$ cat src/hw/rtl/arso_pkg.sv
// arso_pkg: shared widths, register and axis codes and the multiplier command type
// for the attitude rate state observer
// depends on nothing
package arso_pkg;

   localparam int AXES_DEFAULT = 3;
   localparam int WORD_W       = 32;
   localparam int INERTIA_W    = 31;
   localparam int AXIS_W       = 2;
   localparam int CSR_IDX_W    = 2;

   // accumulator of the shared multiplier, wide enough for a 50 x 32 bit product
   localparam int ACC_W  = 82;
   // divider: dividend is a 47-bit value shifted up by 16
   localparam int DIVD_W = 63;
   localparam int CNT_W  = 6;

   localparam logic [WORD_W-1:0] STEP_RESET = 32'd4294967;

   localparam logic [CSR_IDX_W-1:0] REG_ROLL_BW  = 2'd0;
   localparam logic [CSR_IDX_W-1:0] REG_PITCH_BW = 2'd1;
   localparam logic [CSR_IDX_W-1:0] REG_YAW_BW   = 2'd2;
   localparam logic [CSR_IDX_W-1:0] REG_STEP     = 2'd3;

   localparam logic [AXIS_W-1:0] AXIS_ROLL  = 2'd0;
   localparam logic [AXIS_W-1:0] AXIS_PITCH = 2'd1;
   localparam logic [AXIS_W-1:0] AXIS_YAW   = 2'd2;
   localparam logic [AXIS_W-1:0] AXIS_EXTRA = 2'd3;

   typedef struct packed {
      logic issue;   // launch a product this cycle
      logic upper;   // product lands 32 bits up
      logic clear;   // start a fresh sum instead of adding
   } mul_cmd_type;

endpackage

$ cat src/hw/rtl/arso_mul.sv
// arso_mul: shared 32 x 32 multiplier with a registered product and a wide accumulator
// depends on arso_pkg
module arso_mul (
   input  logic                          clock,
   input  logic                          reset,
   input  arso_pkg::mul_cmd_type         cmd,
   input  logic [arso_pkg::WORD_W-1:0]   op_a,
   input  logic [arso_pkg::WORD_W-1:0]   op_b,
   output logic [arso_pkg::ACC_W-1:0]    acc
);

   logic [2*arso_pkg::WORD_W-1:0] prod_ff;
   logic                          vld_ff;
   logic                          upper_ff;
   logic                          clear_ff;
   logic [arso_pkg::ACC_W-1:0]    acc_ff;
   logic [arso_pkg::ACC_W-1:0]    acc_in;
   logic [arso_pkg::ACC_W-1:0]    addend;

   // product stage
   always_ff @(posedge clock) begin
      if (reset) begin
         vld_ff <= 1'b0;
      end else begin
         vld_ff <= cmd.issue;
      end
      prod_ff  <= op_a * op_b;
      upper_ff <= cmd.upper;
      clear_ff <= cmd.clear;
   end

   // accumulate stage
   always_comb begin
      if (upper_ff) begin
         addend = {prod_ff[arso_pkg::ACC_W-arso_pkg::WORD_W-1:0], {arso_pkg::WORD_W{1'b0}}};
      end else begin
         addend = arso_pkg::ACC_W'(prod_ff);
      end
      acc_in = (clear_ff ? '0 : acc_ff) + addend;
   end

   always_ff @(posedge clock) begin
      if (vld_ff) begin
         acc_ff <= acc_in;
      end
   end

   assign acc = acc_ff;

endmodule

$ cat config.mk
export PLATFORM = sky130hd
export DESIGN_NAME = arso_mul
export DESIGN_NICKNAME = d
export VERILOG_FILES = /design/src/hw/rtl/arso_pkg.sv /design/src/hw/rtl/arso_mul.sv
export SDC_FILE = /design/constraint.sdc
export NUM_CORES = 2
export LEC_CHECK = 0
export BUFFER_PORTS_ARGS = -buffer_cell sky130_fd_sc_hd__buf_2
export CAP_MARGIN = 20
export CORE_ASPECT_RATIO = 1.1
export CORE_MARGIN = 8
export CORE_UTILIZATION = 58
export CTS_BUF_LIST = sky130_fd_sc_hd__clkbuf_4
export CTS_CLUSTER_DIAMETER = 100
export DETAILED_ROUTE_END_ITERATION = 16
export GPL_TIMING_DRIVEN = 0
export PLACE_DENSITY = 0.79
export SYNTH_ARGS = -nofsm -noshare
export SYNTH_HDL_FRONTEND = slang
export SYNTH_SLANG_ARGS = --single-unit
$ cat constraint.sdc
create_clock -name clock -period 19.5 [get_ports clock]
set_input_delay 0.975 -clock clock [delete_from_list [all_inputs] [get_ports clock]]
set_output_delay 0.975 -clock clock [all_outputs]
set_load 0.02 [all_outputs]
* Word-level counts from Yosys, hierarchy flattened
Index checks and enable logic that the tools add are counted.
** Word-level totals
- Bits in latches :: 0
- Memory bits (read-only) :: 0
- Register bits after elaboration :: 149
- Bits of input ports :: 69
- RAM bits :: 0
- Logic and storage cells :: 9
- Memories kept :: 0
- Output and inout bits :: 82
** Operators by class
- Magnitude comparators :: 0
- Equal/unequal tests :: 0
- Shifts and indexed selects :: 0
- Multipliers :: 1
- Bitwise gates (word level) :: 0
- Add/sub/neg operators :: 1
- Reduce and logical (&&, ||, !) cells :: 0
- Mux-type cells :: 2
- Divide/modulo/power cells :: 0
** Operator list (count)
- 2-to-1 mux 82 bit :: 2
- adder 82 bit :: 1
- multiplier 32 x 32 -> 64 bit :: 1

* Depth between registers and ports, before layout
- Word-level depth :: 2
- Mapped depth :: 28
- Gate-level depth less buffers :: 27

* Worst setup path before layout
OpenSTA, ideal clock, no wires.
- Kind :: in2reg
- From :: input port op_b[2] (netlist bit)
- To :: register prod_ff[60] (netlist bit)
- Path buffers :: 2
- Slack :: 11.718 ns
- Required time :: 19.373 ns
- Arrival time :: 7.655 ns
- Library setup time :: 0.127 ns
- Stages on the path :: 26
- Cell sequence :: clkbuf_1 and2_1 fa_1 inv_1 fa_1 fa_1 fa_1 inv_1 fa_1 fa_1 fa_1 inv_1 fa_1 inv_1 ha_1 buf_2 a21o_1 a21o_1 a221o_1 and3b_1 o31ai_1 o211ai_1 a31oi_1 o21a_1 o21ai_0 xor2_1
** Between the ends
- Cells in the longest elaborated chain, start to end :: 1
** Ends and longest elaborated chain
- from (decl) :: line arso_mul.sv:8 : input logic [arso_pkg::WORD_W-1:0] op_b,
- multiplier 32 x 32 -> 64 bit :: line arso_mul.sv:27 : prod_ff <= op_a * op_b;
- to (signal assigned) :: line arso_mul.sv:27
- to (decl) :: line arso_mul.sv:12 : logic [2*arso_pkg::WORD_W-1:0] prod_ff;
Every way passes these cells.
A chain may end at the register's enable or synchronous reset.

* Worst setup path in the final report
- From :: input port op_b[25] (netlist bit)
- To :: register prod_ff[60] (netlist bit)
The elaborated chain is that of the path after synthesis.

==> key figures <==
Clocking
  – Postcts setup bufs: 0
  – CTS tree: done
  – CTS Hold Bufs: 0
  – Root Buffer: clkbuf_4
  – Clk_lat worst skew: 0.62 ns
  – Clock slew at reported path FFs: 0.13 ns
  – H-tree Lvls: 4
  – Longest Clk Path Bufs: 2
  – Clock sinks: about 150
  – Cts bufs inserted: 17
  – CTS resizes: 0

Placement
  – DP HPWL: 127700 um
  – Pre-CTS WS: 9.928 ns
  – # port buffers: 150
  – Final Wtd Congestion: between 1 and 1.5

Cells and area
  – Fill cells: 6428
  – Commonest non-fill, non-tap cell in the layout: fa_1
  – P&R area growth vs syn: 5.224%
  – Final #Nets: 6216
  – Layout cell share with drive strength beyond 1: 5.082%
  – Most frequent cells in the layout: 897 x fa_1, 892 x inv_1, 632 x and2_1

Drt
  – Uppermost routed layer: met5
  – WL met3: 17330 um
  – Metal-1 WL: 52960 um
  – DRT Wirelength: 150300 um
  – DRT iter0 DRCs: 3218
  – DRT Pass-1 Iters: 8
  – Post-DRT Antenna Nets: 0
  – Via density: around 6
  – Remaining DRCs: 0
  – Met2 WL post-DR: 67260 um
  – Avg WL per Cell: ~25 um
  – Routed via count: 35240

Floorplanning
  – Die height: 302.5 um
  – Die area: 0.08363 sq mm
  – Core Box Area: 0.07423 sq mm
  – Chip width: 276.5 um
  – Row cnt: 105
  – IO Pins: 151
  – Initial cell density of the core: 58.31%

Synth
  – Sequential fraction of the synthesis area: 8.788%
  – Post-synthesis cell count: roughly 4700
  – Dominant synthesized flop cell: edfxtp_1
  – Synth cell types: 79
  – Asr flop ratio synth: 0%
  – Yosys warns: 0
  – Syn Std Cell Area: about 0.043 sq mm
  – Post-Syn Nets: 6046
  – Post-synth EDFFs: 82
  – Average cell area after synthesis: 9.139 sq um
  – #FFs+latches synth: roughly 150

Timing
  – Worst setup margin: 10.34 ns
  – Max-slew headroom: 17.25%
  – Fmax: 109.1 MHz
  – Hold_ws: 0.4596 ns
  – Hold Vio Cnt, Final: 0
  – Post-route minimum period: 9.162 ns
  – Unrepaired setup endpoints after global routing: no
  – Clock Skew: ~0.033 ns
  – Setup_tns: 0 ns
  – # setup viols final: 0
  – Tcrit/Tclk final: 46.98%
  – Slew @ Worst Pin: 1.241 ns
  – Final slew viol count: 0

Job
  – Max-cap violations: 0

Global route
  – Gr usage total: between 30% and 40%
  – Initial antenna violation count: 16
  – Largest net degree at the start of global routing: 55
  – Vias in the first global route: 37040
  – Overflow after GRT: 0
  – First-pass GRT wire length: ~230000 um

Status
  – Status: complete, no violations

Setup path
  – Critical path arrival: between 9 and 10 ns
  – Path depth of the worst reg2reg path: 14
  – Setup CP Type: input pin to flop
  – Setup crit end kind: flop
  – Critical Path Start Type: input pin
  – Critical Path RT: 20.03 ns
  – Critical-path maximum fanout: 10

Worst hold path
  – Hold Path Cell Cnt: 1
  – Hold crit path type: input pin to flop
[layout make-up]
type | instances | area [sq um] | share of cell area (%)
clock inverter | 15 | 106.4 | 0.2335
multi-input combinational | 3445 | 35180 | 77.24
antenna | 16 | 40.04 | 0.08791
buffer | 250 | 952.2 | 2.091
tap | 963 | 1205 | 2.646
timing repair buffer | 151 | 778.2 | 1.709
sequential | 149 | 3807 | 8.360
inverter | 892 | 3348 | 7.352
clock buffer | 17 | 127.6 | 0.2802
[path summary, 6_finish.rpt]
kind	slack, ns	from	to
setup / recovery	10.34	op_b[25]	prod_ff[60]
hold / removal	0.46	cmd[1]	upper_ff
setup reg to reg	14.54	clear_ff	acc[81]
hold reg to reg	0.73	vld_ff	acc[54]
[cell families after synthesis]
family                   Yosys count  synth area share, %
AO/OA/AOI/OAI                    520                7.941
XOR/XNOR                         139                2.813
adder cells (fa/ha/maj)         1241                51.43
buffers and inverters           1142                9.936
flip-flops                       149                8.788
multiplexers                      33               0.8586
AND/OR/NAND/NOR                 1512                18.23
[synth_stat cells (3+ instances only)]
master | n | share of area (%)
inv_1 | 892 | 7.7
a221o_1 | 8 | 0.19
o21ai_2 | 3 | 0.061
o31a_1 | 3 | 0.061
and2_1 | 632 | 9.1
o41ai_1 | 3 | 0.061
nand2b_1 | 10 | 0.14
buf_2 | 4 | 0.046
nor2_1 | 77 | 0.67
o21a_1 | 17 | 0.29
ha_1 | 344 | 9.9
and4_1 | 5 | 0.10
or4_1 | 3 | 0.052
a21boi_0 | 3 | 0.052
o21ai_1 | 7 | 0.081
o211a_1 | 3 | 0.069
nor4_1 | 3 | 0.043
o21ai_0 | 83 | 0.96
nand3_1 | 33 | 0.38
nor2b_1 | 122 | 1.8
nor3_1 | 16 | 0.19
a311oi_1 | 4 | 0.081
a221oi_2 | 3 | 0.10
o21bai_1 | 28 | 0.49
a211o_1 | 3 | 0.061
edfxtp_1 | 82 | 5.7
and3_1 | 20 | 0.29
xor2_1 | 50 | 1.0
dfxtp_1 | 67 | 3.1
a221oi_1 | 6 | 0.12
a21oi_1 | 170 | 2.0
o2111ai_1 | 4 | 0.081
a41oi_1 | 4 | 0.081
mux2_2 | 33 | 0.86
fa_1 | 897 | 41
a211oi_1 | 10 | 0.17
a31oi_1 | 21 | 0.30
a21o_1 | 91 | 1.6
clkbuf_1 | 241 | 2.1
o211ai_1 | 9 | 0.16
nand4_1 | 36 | 0.52
nand2_1 | 543 | 4.7
o31ai_1 | 8 | 0.14
xnor2_1 | 89 | 1.8
[worst max-delay path, cell delays in order]
cell and delay [ns]:
buf_2 0.23, clkbuf_1 0.95, nand2_1 0.17, fa_1 0.54, inv_1 0.05, fa_1 0.50, inv_1 0.06, fa_1 0.53
inv_1 0.07, fa_1 0.41, fa_1 0.55, fa_1 0.43, fa_1 0.59, inv_1 0.08, fa_1 0.51, inv_1 0.05
ha_1 0.39, nand2_1 0.13, nor4_1 0.36, nand4_1 0.18, a311oi_1 0.49, o31ai_1 0.27, o211ai_1 0.33, a31oi_1 0.19
o21a_1 0.25, o21ai_0 0.19, xor2_1 0.19
[state kept, by name, indices dropped and copies added, names as in the netlist]
name / cells
upper_ff: 1
clear_ff: 1
acc: 82
prod_ff: 64
vld_ff: 1
[per-layer routing]
| layer | global-route usage [%] | vias up |
|---|---|---|
| li1 | - | 14850 |
| met1 | 43.10 | 17430 |
| met2 | 57.64 | 2354 |
| met3 | 9.389 | 602 |
| met4 | 24.87 | 4 |
| met5 | 0 | - |
[through the flow]
stage                     utilization [%]  area (sq um)  std cells
after floorplan                         -         43280       4736
after global placement              60.95         45240       5849
after detailed placement            60.99         45270       5850
after CTS                           61.30         45500       5882
after global routing                61.33         45520       5889
final                               61.36         45540       5898
Power is not shown: default switching activity piles up to over one toggle a cycle in this logic, so the estimate is an artifact.
