===== src/hw/rtl/arso_pkg.sv =====
// arso_pkg: shared widths, register and axis codes and the multiplier command type
// for the attitude rate state observer
// depends on nothing
package arso_pkg;

   localparam int AXES_DEFAULT = 3;
   localparam int WORD_W       = 32;
   localparam int INERTIA_W    = 31;
   localparam int AXIS_W       = 2;
   localparam int CSR_IDX_W    = 2;

   // accumulator of the shared multiplier, wide enough for a 50 x 32 bit product
   localparam int ACC_W  = 82;
   // divider: dividend is a 47-bit value shifted up by 16
   localparam int DIVD_W = 63;
   localparam int CNT_W  = 6;

   localparam logic [WORD_W-1:0] STEP_RESET = 32'd4294967;

   localparam logic [CSR_IDX_W-1:0] REG_ROLL_BW  = 2'd0;
   localparam logic [CSR_IDX_W-1:0] REG_PITCH_BW = 2'd1;
   localparam logic [CSR_IDX_W-1:0] REG_YAW_BW   = 2'd2;
   localparam logic [CSR_IDX_W-1:0] REG_STEP     = 2'd3;

   localparam logic [AXIS_W-1:0] AXIS_ROLL  = 2'd0;
   localparam logic [AXIS_W-1:0] AXIS_PITCH = 2'd1;
   localparam logic [AXIS_W-1:0] AXIS_YAW   = 2'd2;
   localparam logic [AXIS_W-1:0] AXIS_EXTRA = 2'd3;

   typedef struct packed {
      logic issue;   // launch a product this cycle
      logic upper;   // product lands 32 bits up
      logic clear;   // start a fresh sum instead of adding
   } mul_cmd_type;

endpackage


===== src/hw/rtl/arso_div.sv =====
// arso_div: restoring divider, one quotient bit per cycle
// depends on arso_pkg
module arso_div (
   input  logic                             clock,
   input  logic                             reset,
   input  logic                             start,
   input  logic [arso_pkg::DIVD_W-1:0]      dividend,
   input  logic [arso_pkg::INERTIA_W-1:0]   divisor,
   output logic                             busy,
   output logic [arso_pkg::DIVD_W-1:0]      quotient
);

   logic [arso_pkg::DIVD_W-1:0]    quo_ff;
   logic [arso_pkg::DIVD_W-1:0]    quo_in;
   logic [arso_pkg::INERTIA_W-1:0] rem_ff;
   logic [arso_pkg::INERTIA_W-1:0] rem_in;
   logic [arso_pkg::INERTIA_W-1:0] den_ff;
   logic [arso_pkg::CNT_W-1:0]     cnt_ff;
   logic                           busy_ff;
   logic [arso_pkg::INERTIA_W:0]   trial;
   logic [arso_pkg::INERTIA_W+1:0] diff;
   logic                           fits;

   always_comb begin
      trial  = {rem_ff, quo_ff[arso_pkg::DIVD_W-1]};
      diff   = {1'b0, trial} - {2'b00, den_ff};
      fits   = ~diff[arso_pkg::INERTIA_W+1];
      rem_in = fits ? diff[arso_pkg::INERTIA_W-1:0] : trial[arso_pkg::INERTIA_W-1:0];
      quo_in = {quo_ff[arso_pkg::DIVD_W-2:0], fits};
   end

   always_ff @(posedge clock) begin
      if (reset) begin
         busy_ff <= 1'b0;
         cnt_ff  <= '0;
      end else if (start) begin
         busy_ff <= 1'b1;
         cnt_ff  <= arso_pkg::CNT_W'(arso_pkg::DIVD_W - 1);
      end else if (busy_ff) begin
         if (cnt_ff == '0) begin
            busy_ff <= 1'b0;
         end
         cnt_ff <= cnt_ff - 1'b1;
      end
   end

   always_ff @(posedge clock) begin
      if (start) begin
         quo_ff <= dividend;
         rem_ff <= '0;
         den_ff <= divisor;
      end else if (busy_ff) begin
         quo_ff <= quo_in;
         rem_ff <= rem_in;
      end
   end

   assign busy     = busy_ff;
   assign quotient = quo_ff;

endmodule


===== config.mk =====
export PLATFORM = sky130hd
export DESIGN_NAME = arso_div
export DESIGN_NICKNAME = d
export VERILOG_FILES = /design/src/hw/rtl/arso_pkg.sv /design/src/hw/rtl/arso_div.sv
export SDC_FILE = /design/constraint.sdc
export NUM_CORES = 1
export LEC_CHECK = 0
export BUFFER_PORTS_ARGS = -buffer_cell sky130_fd_sc_hd__buf_4
export CORE_MARGIN = 8
export CORE_UTILIZATION = 40
export CTS_BUF_LIST = sky130_fd_sc_hd__clkbuf_16
export CTS_CLUSTER_DIAMETER = 200
export DETAILED_ROUTE_END_ITERATION = 10
export GPL_TIMING_DRIVEN = 0
export MAX_ROUTING_LAYER = met4
export PLACE_DENSITY = 0.66
export SYNTH_ARGS = -nofsm -noshare
export SYNTH_HDL_FRONTEND = slang
export SYNTH_SLANG_ARGS = --single-unit
export TNS_END_PERCENT = 50

===== constraint.sdc =====
create_clock -name clock -period 4.4 [get_ports clock]
set_input_delay 0.22 -clock clock [delete_from_list [all_inputs] [get_ports clock]]
set_output_delay 0.22 -clock clock [all_outputs]
set_load 0.01 [all_outputs]

---- Yosys cells after proc, flatten, opt, wreduce, memory -nomap -nowiden ----
Cells that the tools add are included.
storage, ports and cells
  register bits ........................... 132
  output and inout bits ................... 64
cells by class
  mux-type cells .......................... 8
  bitwise operators ....................... 1
  add/sub/neg operators ................... 2
  reductions and logical operators ........ 3
operator list
  cell                 number
  $mux 63              2
  $sub 32x31->33       1
  $mux 31              1
  $mux 6               2
  $logic_not 6->1      1
  $sub 6x1->6 const B  1
  $mux 1               3
  $reduce_bool 2->1    1
  $reduce_or 2->1      1
  $not 1->1            1

---- Longest topological paths before layout ----
Gate-level depths: netlist of the first run.
  word-level depth ........................ 4
  depth in mapped cells ................... 13
  gate-level depth less buffers ........... 11

---- Least setup slack after synthesis of the first run ----
OpenSTA, ideal clock, no wires.
  path kind ............................... reg2reg
  start ................................... register quo_ff (netlist bit quotient[62])
  end ..................................... register rem_ff[1] (netlist name)
  stages on the path, launching flop included .. 13
  setup time .............................. 0.095 ns
  data arrival time ....................... 2.876 ns
  period minus slack after synthesis ...... 2.971 ns
  slack ................................... 1.429 ns
  required time ........................... 4.305 ns
  cells stage by stage .................... edfxtp_1 > inv_1 > ha_1 > fa_1 > nand2b_1 > a211oi_2 > o21ai_2 > a2111oi_4 > o21ai_2 > o21ba_1 > buf_6 > or4_1 > o311ai_1
on the way
  cells in the longest elaborated chain, start to end .. 2
ends and longest elaborated chain
  element                 line            source
  start, declared         arso_div.sv:13  logic [arso_pkg::DIVD_W-1:0] quo_ff;
  start signal, assigned  arso_div.sv:49  quo_ff <= dividend;
  start signal, assigned  arso_div.sv:53  quo_ff <= quo_in;
  $sub 32x31->33          arso_div.sv:26  diff = {1'b0, trial} - {2'b00, den_ff};
  $mux 31                 arso_div.sv:28  rem_in = fits ? diff[arso_pkg::INERTIA_W-1:0] : trial[arso_pkg::INERTIA_W-1:0];
  end signal, assigned    arso_div.sv:54  rem_ff <= rem_in;
  end, declared           arso_div.sv:15  logic [arso_pkg::INERTIA_W-1:0] rem_ff;
Every way passes these cells.
A chain may end at the register's enable or synchronous reset.

---- Worst setup path in the final report of the first run ----
  start ................................... register quo_ff (netlist bit quotient[62])
  end ..................................... register rem_ff[18] (netlist name)
The elaborated chain is that of the path after synthesis.

==> results of run 1 <==
## stage by stage
step / area, um^2 / util [%] / cells
finish: 9680 / 54.1 / 1123
global route: 9680 / 54.1 / 1123
CTS: 9680 / 54.1 / 1123
detailed placement: 8750 / 48.9 / 1060
global placement: 8750 / 48.9 / 1060
floorplan: 7260 / - / 671
## sequential cells by signal, summed over array words and instances, names as in the netlist
name / count
quotient: 63
cnt_ff: 6
busy: 1
rem_ff: 31
den_ff: 31
## cell usage in the layout (no fill, tap or decap), drive strengths merged, types with 5 or more instances in the layout
master         n
nand2         69
a21o           9
and3           9
clkbuf        39
nand2b         5
a211oi         6
dfxtp         38
o211ai         7
edfxtp        94
o21ai         24
mux2          63
nand4          5
nor2          56
a311oi        24
dlygate4sd3   31
xnor2         13
buf          171
nand3         23
nor3           9
a21oi         31
inv           53
o31ai          5
xor2           9
ha            33
or3            5
## cell usage after synthesis, types with 3 or more instances
cell type  number
xor2_1          9
o31ai_1         5
o311ai_0        3
a311oi_1       15
a311oi_2        9
nor3_1          8
mux2_2         63
or4_1           3
nand3_1        22
nor2_1         56
o21a_1          4
nor2b_1         3
buf_6           3
buf_2           5
a211oi_1        5
or3_1           5
nand2_1        69
and3_1          9
a21oi_1        30
dfxtp_1        38
inv_1          45
ha_1           33
nand2b_1        5
o21ai_0        22
nor4_1          4
a21o_1          9
o211ai_1        7
a31oi_1         4
clkbuf_1       22
edfxtp_1       94
nand4_1         5
and2_1          3
xnor2_1        13
## metal layers
layer  vias up  wire length, um  GRT usage, %
met5         -                0             -
met4         0              261          5.29
met3        24             1800          7.51
met2       199             9270          28.5
met1      2849             9090          23.4
li1       2920                -             -
## cell type report
cell class | count | area share (%)
Tap cell | 229 | 2.96
Multi-Input combinational cell | 461 | 34.7
Clock buffer | 17 | 4.39
Buffer | 33 | 1.61
Clock inverter | 15 | 2.00
Inverter | 45 | 1.74
Sequential cell | 132 | 37.0
Timing Repair Buffer | 191 | 15.6
## what timing repair did
| action | in CTS | in global routing |
|---|---|---|
| buffers inserted | 0 | 0 |
| endpoints found under the hold margin | 31 | 0 |
| hold buffers | 31 | 0 |
| endpoints found under the setup margin | 0 | 0 |
## worst max-delay path by stage
stage	slack, ns	cells after the start	startpoint	endpoint
3_5_place_dp	1.02	12	quotient[62]	rem_ff[18]
6_report	0.99	12	quotient[62]	rem_ff[18]
2_1_floorplan	1.43	12	quotient[62]	rem_ff[1]
4_1_cts	1.01	12	quotient[62]	rem_ff[18]
5_1_grt	0.77	12	quotient[62]	rem_ff[18]
3_3_place_gp	1.01	3	busy	quotient[31]
## logic make-up (layout without fill, tap and decap cells)
| group | count (synthesis) | in the layout | share of synthesized area [%] |
|---|---|---|---|
| compound gates | 143 | 143 | 15.1 |
| xor+xnor | 22 | 22 | 2.65 |
| fa+ha+maj | 34 | 34 | 5.96 |
| buf+inv | 78 | 301 | 4.48 |
| flops | 132 | 132 | 49.4 |
| mux | 65 | 65 | 10.0 |
| simple gates | 197 | 197 | 12.4 |
## worst register-to-register path: cells and delay by family, from the launching register on
kind	cells	cell delay, ns
buffers and inverters	2	0.38
AOI/OAI and AO/OA	6	1.65
and+or+nand+nor	2	0.30
adders and majority gates	2	0.61
DFF	1	0.37
## power breakdown
part | total, mW | switching [mW] | internal, mW
clock | 1.50 | 0.596 | 0.908
combinational | 0.903 | 0.490 | 0.414
sequential | 1.55 | 0.0737 | 1.47
==> key figures, run 1 <==
Worst setup path
  • Crit-path most repeated cell: o21ai_2
  • Critical path class: reg2reg
  • CP max stage cell: a2111oi_4
  • Critical path startpoint category: flop
  • Worst Path Max Fanout: 10
  • Worst Path Buf+Inv: 2
  • Max incr delay on CP: 0.50 ns
  • Worst r2r src: quotient[62]
  • R2R depth: 12
  • Worst R2R Setup Slack: 0.99 ns
  • Worst path top cell family by delay: compound AO/OA/AOI/OAI gates
  • Worst R2R End: rem_ff[18]
  • CP arrival: 3.74 ns
  • Critical Path RT: 4.73 ns
  • Worst Setup End Kind: flop
  • Crit-path cells: inv_1 > ha_1 > fa_1 > nand2b_1 > a211oi_2 > o21ai_2 > a2111oi_4 > o21ai_2 > o21bai_4 > buf_2 > nand2_1 > a311oi_1

Final layout
  • Filler Cells Inserted: 1621
  • Share of layout cells above drive strength 1: 31.5%
  • Register area: 3580 um^2
  • Final #Nets: 1012
  • Antenna diode count: 0
  • Multi-input combinational cell area: 3360 um^2
  • Synth-to-Final Area Change: 33.4%

Run
  • # Max-Cap Violations: 0

GRT
  • GRT Util Overall: 19.0%
  • First-pass GRT wire length: 32.5 mm
  • Vias in the first global route: 6288
  • Largest net degree at the start of global routing: 64
  • Grt ovf: 0
  • Initial antenna violation count: 0

Clocking
  • CTS Buf Count: 17
  • Clock root buffer: clkbuf_16
  • Clk buf depth: 2
  • H-tree depth: 4
  • CTS tree: built
  • Clock sink total: 132
  • Clock slew at reported path FFs: 0.06 ns
  • Post-cts repair resize count: 0
  • Worst-Skew Late Latency: 0.43 ns

Power and ir drop
  • Peak VDD IR: 0.309 mV
  • Cell area power density: 408 nW/um^2
  • LEAKAGE: 4.02 nW
  • Total power: 3.96 mW

Detailed routing
  • Final wirelength: 20.4 mm
  • First drt pass iteration count: 5
  • Initial DRC count: 328
  • Wire length per cell: 18.2 um
  • Vias: 5992
  • # DRC: 0
  • Via/cell ratio: 5.34
  • Antenna Nets Post-Route: 0

Synth
  • FF+latch count, synth: 132
  • Cell taking the most area after synthesis: edfxtp_1
  • Netlist cell types: 65
  • Synth Cell Area: 7260 um^2
  • Synth Instances: 671
  • Prevailing post-synth register cell: edfxtp_1
  • Synth async-reset ratio: 0%
  • Yosys warnings: 0
  • Register area share after synthesis: 49.4%
  • Post-synth top area share: 38.9%
  • EDFF count, synth: 94
  • Largest cells by area after synthesis: edfxtp_1 (39%), dfxtp_1 (10%), mux2_2 (9.8%)
  • Avg Cell Area, Syn: 10.8 um^2
  • Syn_nets: 802

STA
  • Worst Max-Slew Pin Slew: 0.839 ns
  • WHS: 0.0193 ns
  • Max Slew Vio Count: 0
  • Final setup fails: 0
  • Setup TNS Final: 0 ns
  • Fin crit share: 77.5%
  • Period minus WS final: 3.41 ns
  • Achievable Freq: 293 MHz
  • Hold Vio Cnt, Final: 0
  • PnR worst setup slack: 0.990 ns
  • Rel. slew slack: 44.0%
  • RSZ-0062 raised after global routing: no
  • Skew final: 0.0100 ns

Min path
  • WHS Endpoint: cnt_ff[5]
  • Startpoint of the worst hold path: reset
  • Hold Crit Class: in2reg
  • WHS Path Cells: 2

Place
  • DP HPWL: 15.1 mm
  • Pre-CTS setup slack: 1.02 ns
  • Placer Congestion: 0.916
  • Port bufs: 160

Die
  • Initial Util: 40.6%
  • Die extent in y: 151 um
  • Die width: 151 um
  • Core area: 17900 um^2
  • Die area: 22700 um^2
  • Row count: 49
  • I/O pin count: 161

Run status
  • Status: finished, final reports clean
Note: power is estimated with default switching activity, not from simulation.
==> run 2, diff against run 1 <==
- PLACE_DENSITY: 0.66 -> 0.68
- clock period: 4.4 -> 3.1 ns (I/O delays scaled with it)
==> run 2 against run 1 <==
Final area is 2.0% higher. Die area is the same. Setup slack worse by 0.90 ns. Critical path depth increased by 1. Sequential share of layout area decreased by 0.71 points. Critical endpoint unchanged. Global-route usage up 0.076 points. Largest power group unchanged. Total power up 45%. Worst hold slack got worse by 0.0042 ns.
==> key figures, run 2 (synthesis gave the netlist of run 1 again) <==
Run status
  • Status: finished, final reports clean

Worst setup path
  • Worst Setup End Kind: flop
  • Crit-path most repeated cell: o21ai_2
  • CP arrival: 3.33 ns (-0.41 ns)
  • Crit-path cells: inv_1 > ha_2 > fa_2 > nand2b_4 > a211oi_4 > o21ai_2 > a2111oi_4 > o21ai_2 > o21bai_4 > buf_12 > buf_6 > nand2_1 > a311oi_1
  • Worst Path Max Fanout: 10 (unchanged)
  • Critical path class: reg2reg
  • R2R depth: 13 (+1)
  • Worst r2r src: quotient[62]
  • Critical path startpoint category: flop
  • Worst path top cell family by delay: compound AO/OA/AOI/OAI gates
  • Worst Path Buf+Inv: 3 (+1)
  • Max incr delay on CP: 0.44 ns (-0.06 ns)
  • Crit. path cell count: 13 (+1)
  • CP max stage cell: a2111oi_4
  • Worst R2R End: rem_ff[18]
  • Worst R2R Setup Slack: 0.09 ns (-0.90 ns)
  • Critical Path RT: 3.43 ns (-1.30 ns)

Die
  • Die extent in y: 151 um (unchanged)
  • Core area: 17900 um^2 (unchanged)
  • I/O pin count: 161 (unchanged)
  • Die area: 22700 um^2 (unchanged)
  • Initial Util: 40.6% (unchanged)
  • Row count: 49 (unchanged)
  • Die width: 151 um (unchanged)

STA
  • Setup TNS Final: 0 ns (unchanged)
  • Hold Vio Cnt, Final: 0 (unchanged)
  • Worst Max-Slew Pin Slew: 0.856 ns (+0.0169 ns)
  • PnR worst setup slack: 0.0937 ns (-0.896 ns)
  • Max Slew Vio Count: 0 (unchanged)
  • Rel. slew slack: 42.9% (-1.1 points)
  • Period minus WS final: 3.01 ns (-0.404 ns)
  • WHS: 0.0150 ns (-0.00424 ns)
  • RSZ-0062 raised after global routing: yes
  • Fin crit share: 97.0% (+19 points)
  • Skew final: 0.00967 ns (-0.000328 ns)
  • Achievable Freq: 333 MHz (+13%)
  • Final setup fails: 0 (unchanged)

Final layout
  • Share of layout cells above drive strength 1: 33.3% (+1.8 points)
  • Commonest non-fill, non-tap cell in the layout: buf_4
  • Final #Nets: 1022 (+0.99%)
  • Most frequent cells in the layout: buf_4 (165), edfxtp_1 (94), nand2_1 (68), mux2_2 (63), nor2_1 (56)
  • Antenna diode count: 0 (unchanged)
  • Max reg flops: 63 (unchanged)
  • Synth-to-Final Area Change: 36.0%

Power and ir drop
  • Total power: 5.75 mW (+45%)
  • Cell area power density: 582 nW/um^2 (+42%)
  • Peak VDD IR: 0.426 mV (+38%)
  • LEAKAGE: 4.10 nW (+1.8%)

Clocking
  • Worst-Skew Late Latency: 0.43 ns (about the same)
  • CTS tree: built
  • Clock root buffer: clkbuf_16
  • Clock sink total: 132 (unchanged)
  • CTS Buf Count: 17 (unchanged)
  • Clk buf depth: 2 (unchanged)
  • Clock slew at reported path FFs: 0.07 ns (about the same)
  • H-tree depth: 4 (unchanged)

Place
  • Port bufs: 160 (unchanged)
  • DP HPWL: 15.0 mm (-0.93%)
  • Pre-CTS setup slack: -0.268 ns (-1.29 ns)
  • Placer Congestion: 0.889 (-3.0%)

GRT
  • First-pass GRT wire length: 32.4 mm (-0.38%)
  • Largest net degree at the start of global routing: 64 (unchanged)
  • Vias in the first global route: 6204 (-1.3%)
  • GRT Util Overall: 19.1% (+0.076 points)
  • Grt ovf: 0 (unchanged)
  • Initial antenna violation count: 0 (unchanged)

Min path
  • Startpoint of the worst hold path: dividend[39]
  • WHS Path Cells: 2 (unchanged)
  • Hold Crit Class: in2reg
  • WHS Endpoint: quotient[39]

Detailed routing
  • Wire length per cell: 18.4 um (+1.1%)
  • First drt pass iteration count: 4 (-1)
  • Via/cell ratio: 5.35 (+0.26%)
  • # DRC: 0 (unchanged)
  • Final wirelength: 20.8 mm (+2.0%)
  • Vias: 6061 (+1.2%)
  • Initial DRC count: 368 (+12%)
  • Antenna Nets Post-Route: 0 (unchanged)

Run
  • # Max-Cap Violations: 0 (unchanged)
==> run 2: timing repair <==
item / in CTS / in global routing
gates resized for setup: 5 / 15
pin swaps: 5 / 11
setup buffers: 3 / 4
endpoints found under the hold margin: 38 / 1
endpoints found under the setup margin: 30 / 32
hold buffers: 32 / 1
gates cloned: 1 / 0
==> run 2: report_power, final <==
group / switching (mW) / internal, mW
logic: 0.717 / 0.629
registers: 0.108 / 2.09
clock network: 0.893 / 1.31
total: 1.72 / 4.03
==> run 2: worst reg2reg max path: stages, from the launching register on <==
cell and delay [ns]:
edfxtp_1 0.37, inv_1 0.05, ha_2 0.19, fa_2 0.34, nand2b_4 0.17, a211oi_4 0.24
o21ai_2 0.14, a2111oi_4 0.44, o21ai_2 0.16, o21bai_4 0.20, buf_12 0.13, buf_6 0.14
nand2_1 0.07, a311oi_1 0.27
==> run 2: area by class of cell <==
type	count	area (um^2)
fill	1601	8030
sequential	132	3580
multi-input combinational	461	3420
timing repair buffer	201	1610
clock buffer	17	425
tap	229	287
clock inverter	15	205
buffer	33	176
inverter	45	169
==> run 2: metal layers <==
| metal | global-route usage (%) | part of all wire [%] | routed length, um |
|---|---|---|---|
| met3 | 8.24 | 8.8 | 1830 |
| met1 | 23.1 | 44 | 9220 |
| met5 | - | 0 | 0 |
| met4 | 5.00 | 1.6 | 340 |
| met2 | 28.7 | 45 | 9440 |
==> run 2: worst max-delay path by stage <==
stage,from,endpoint,slack [ns]
floorplan,quotient[62],rem_ff[1],0.13
global placement,busy,quotient[31],-0.30
detailed placement,quotient[62],rem_ff[18],-0.27
CTS,quotient[62],rem_ff[18],-0.02
global route,quotient[62],rem_ff[18],-0.03
finish,quotient[62],rem_ff[18],0.09
==> run 2: stage by stage <==
step                      util, %  cells  area [um^2]
after floorplan                 -    671         7260
after global placement       48.9   1060         8750
after detailed placement     48.9   1060         8750
after CTS                    54.5   1128         9750
after global routing         55.2   1133         9870
final                        55.2   1133         9870
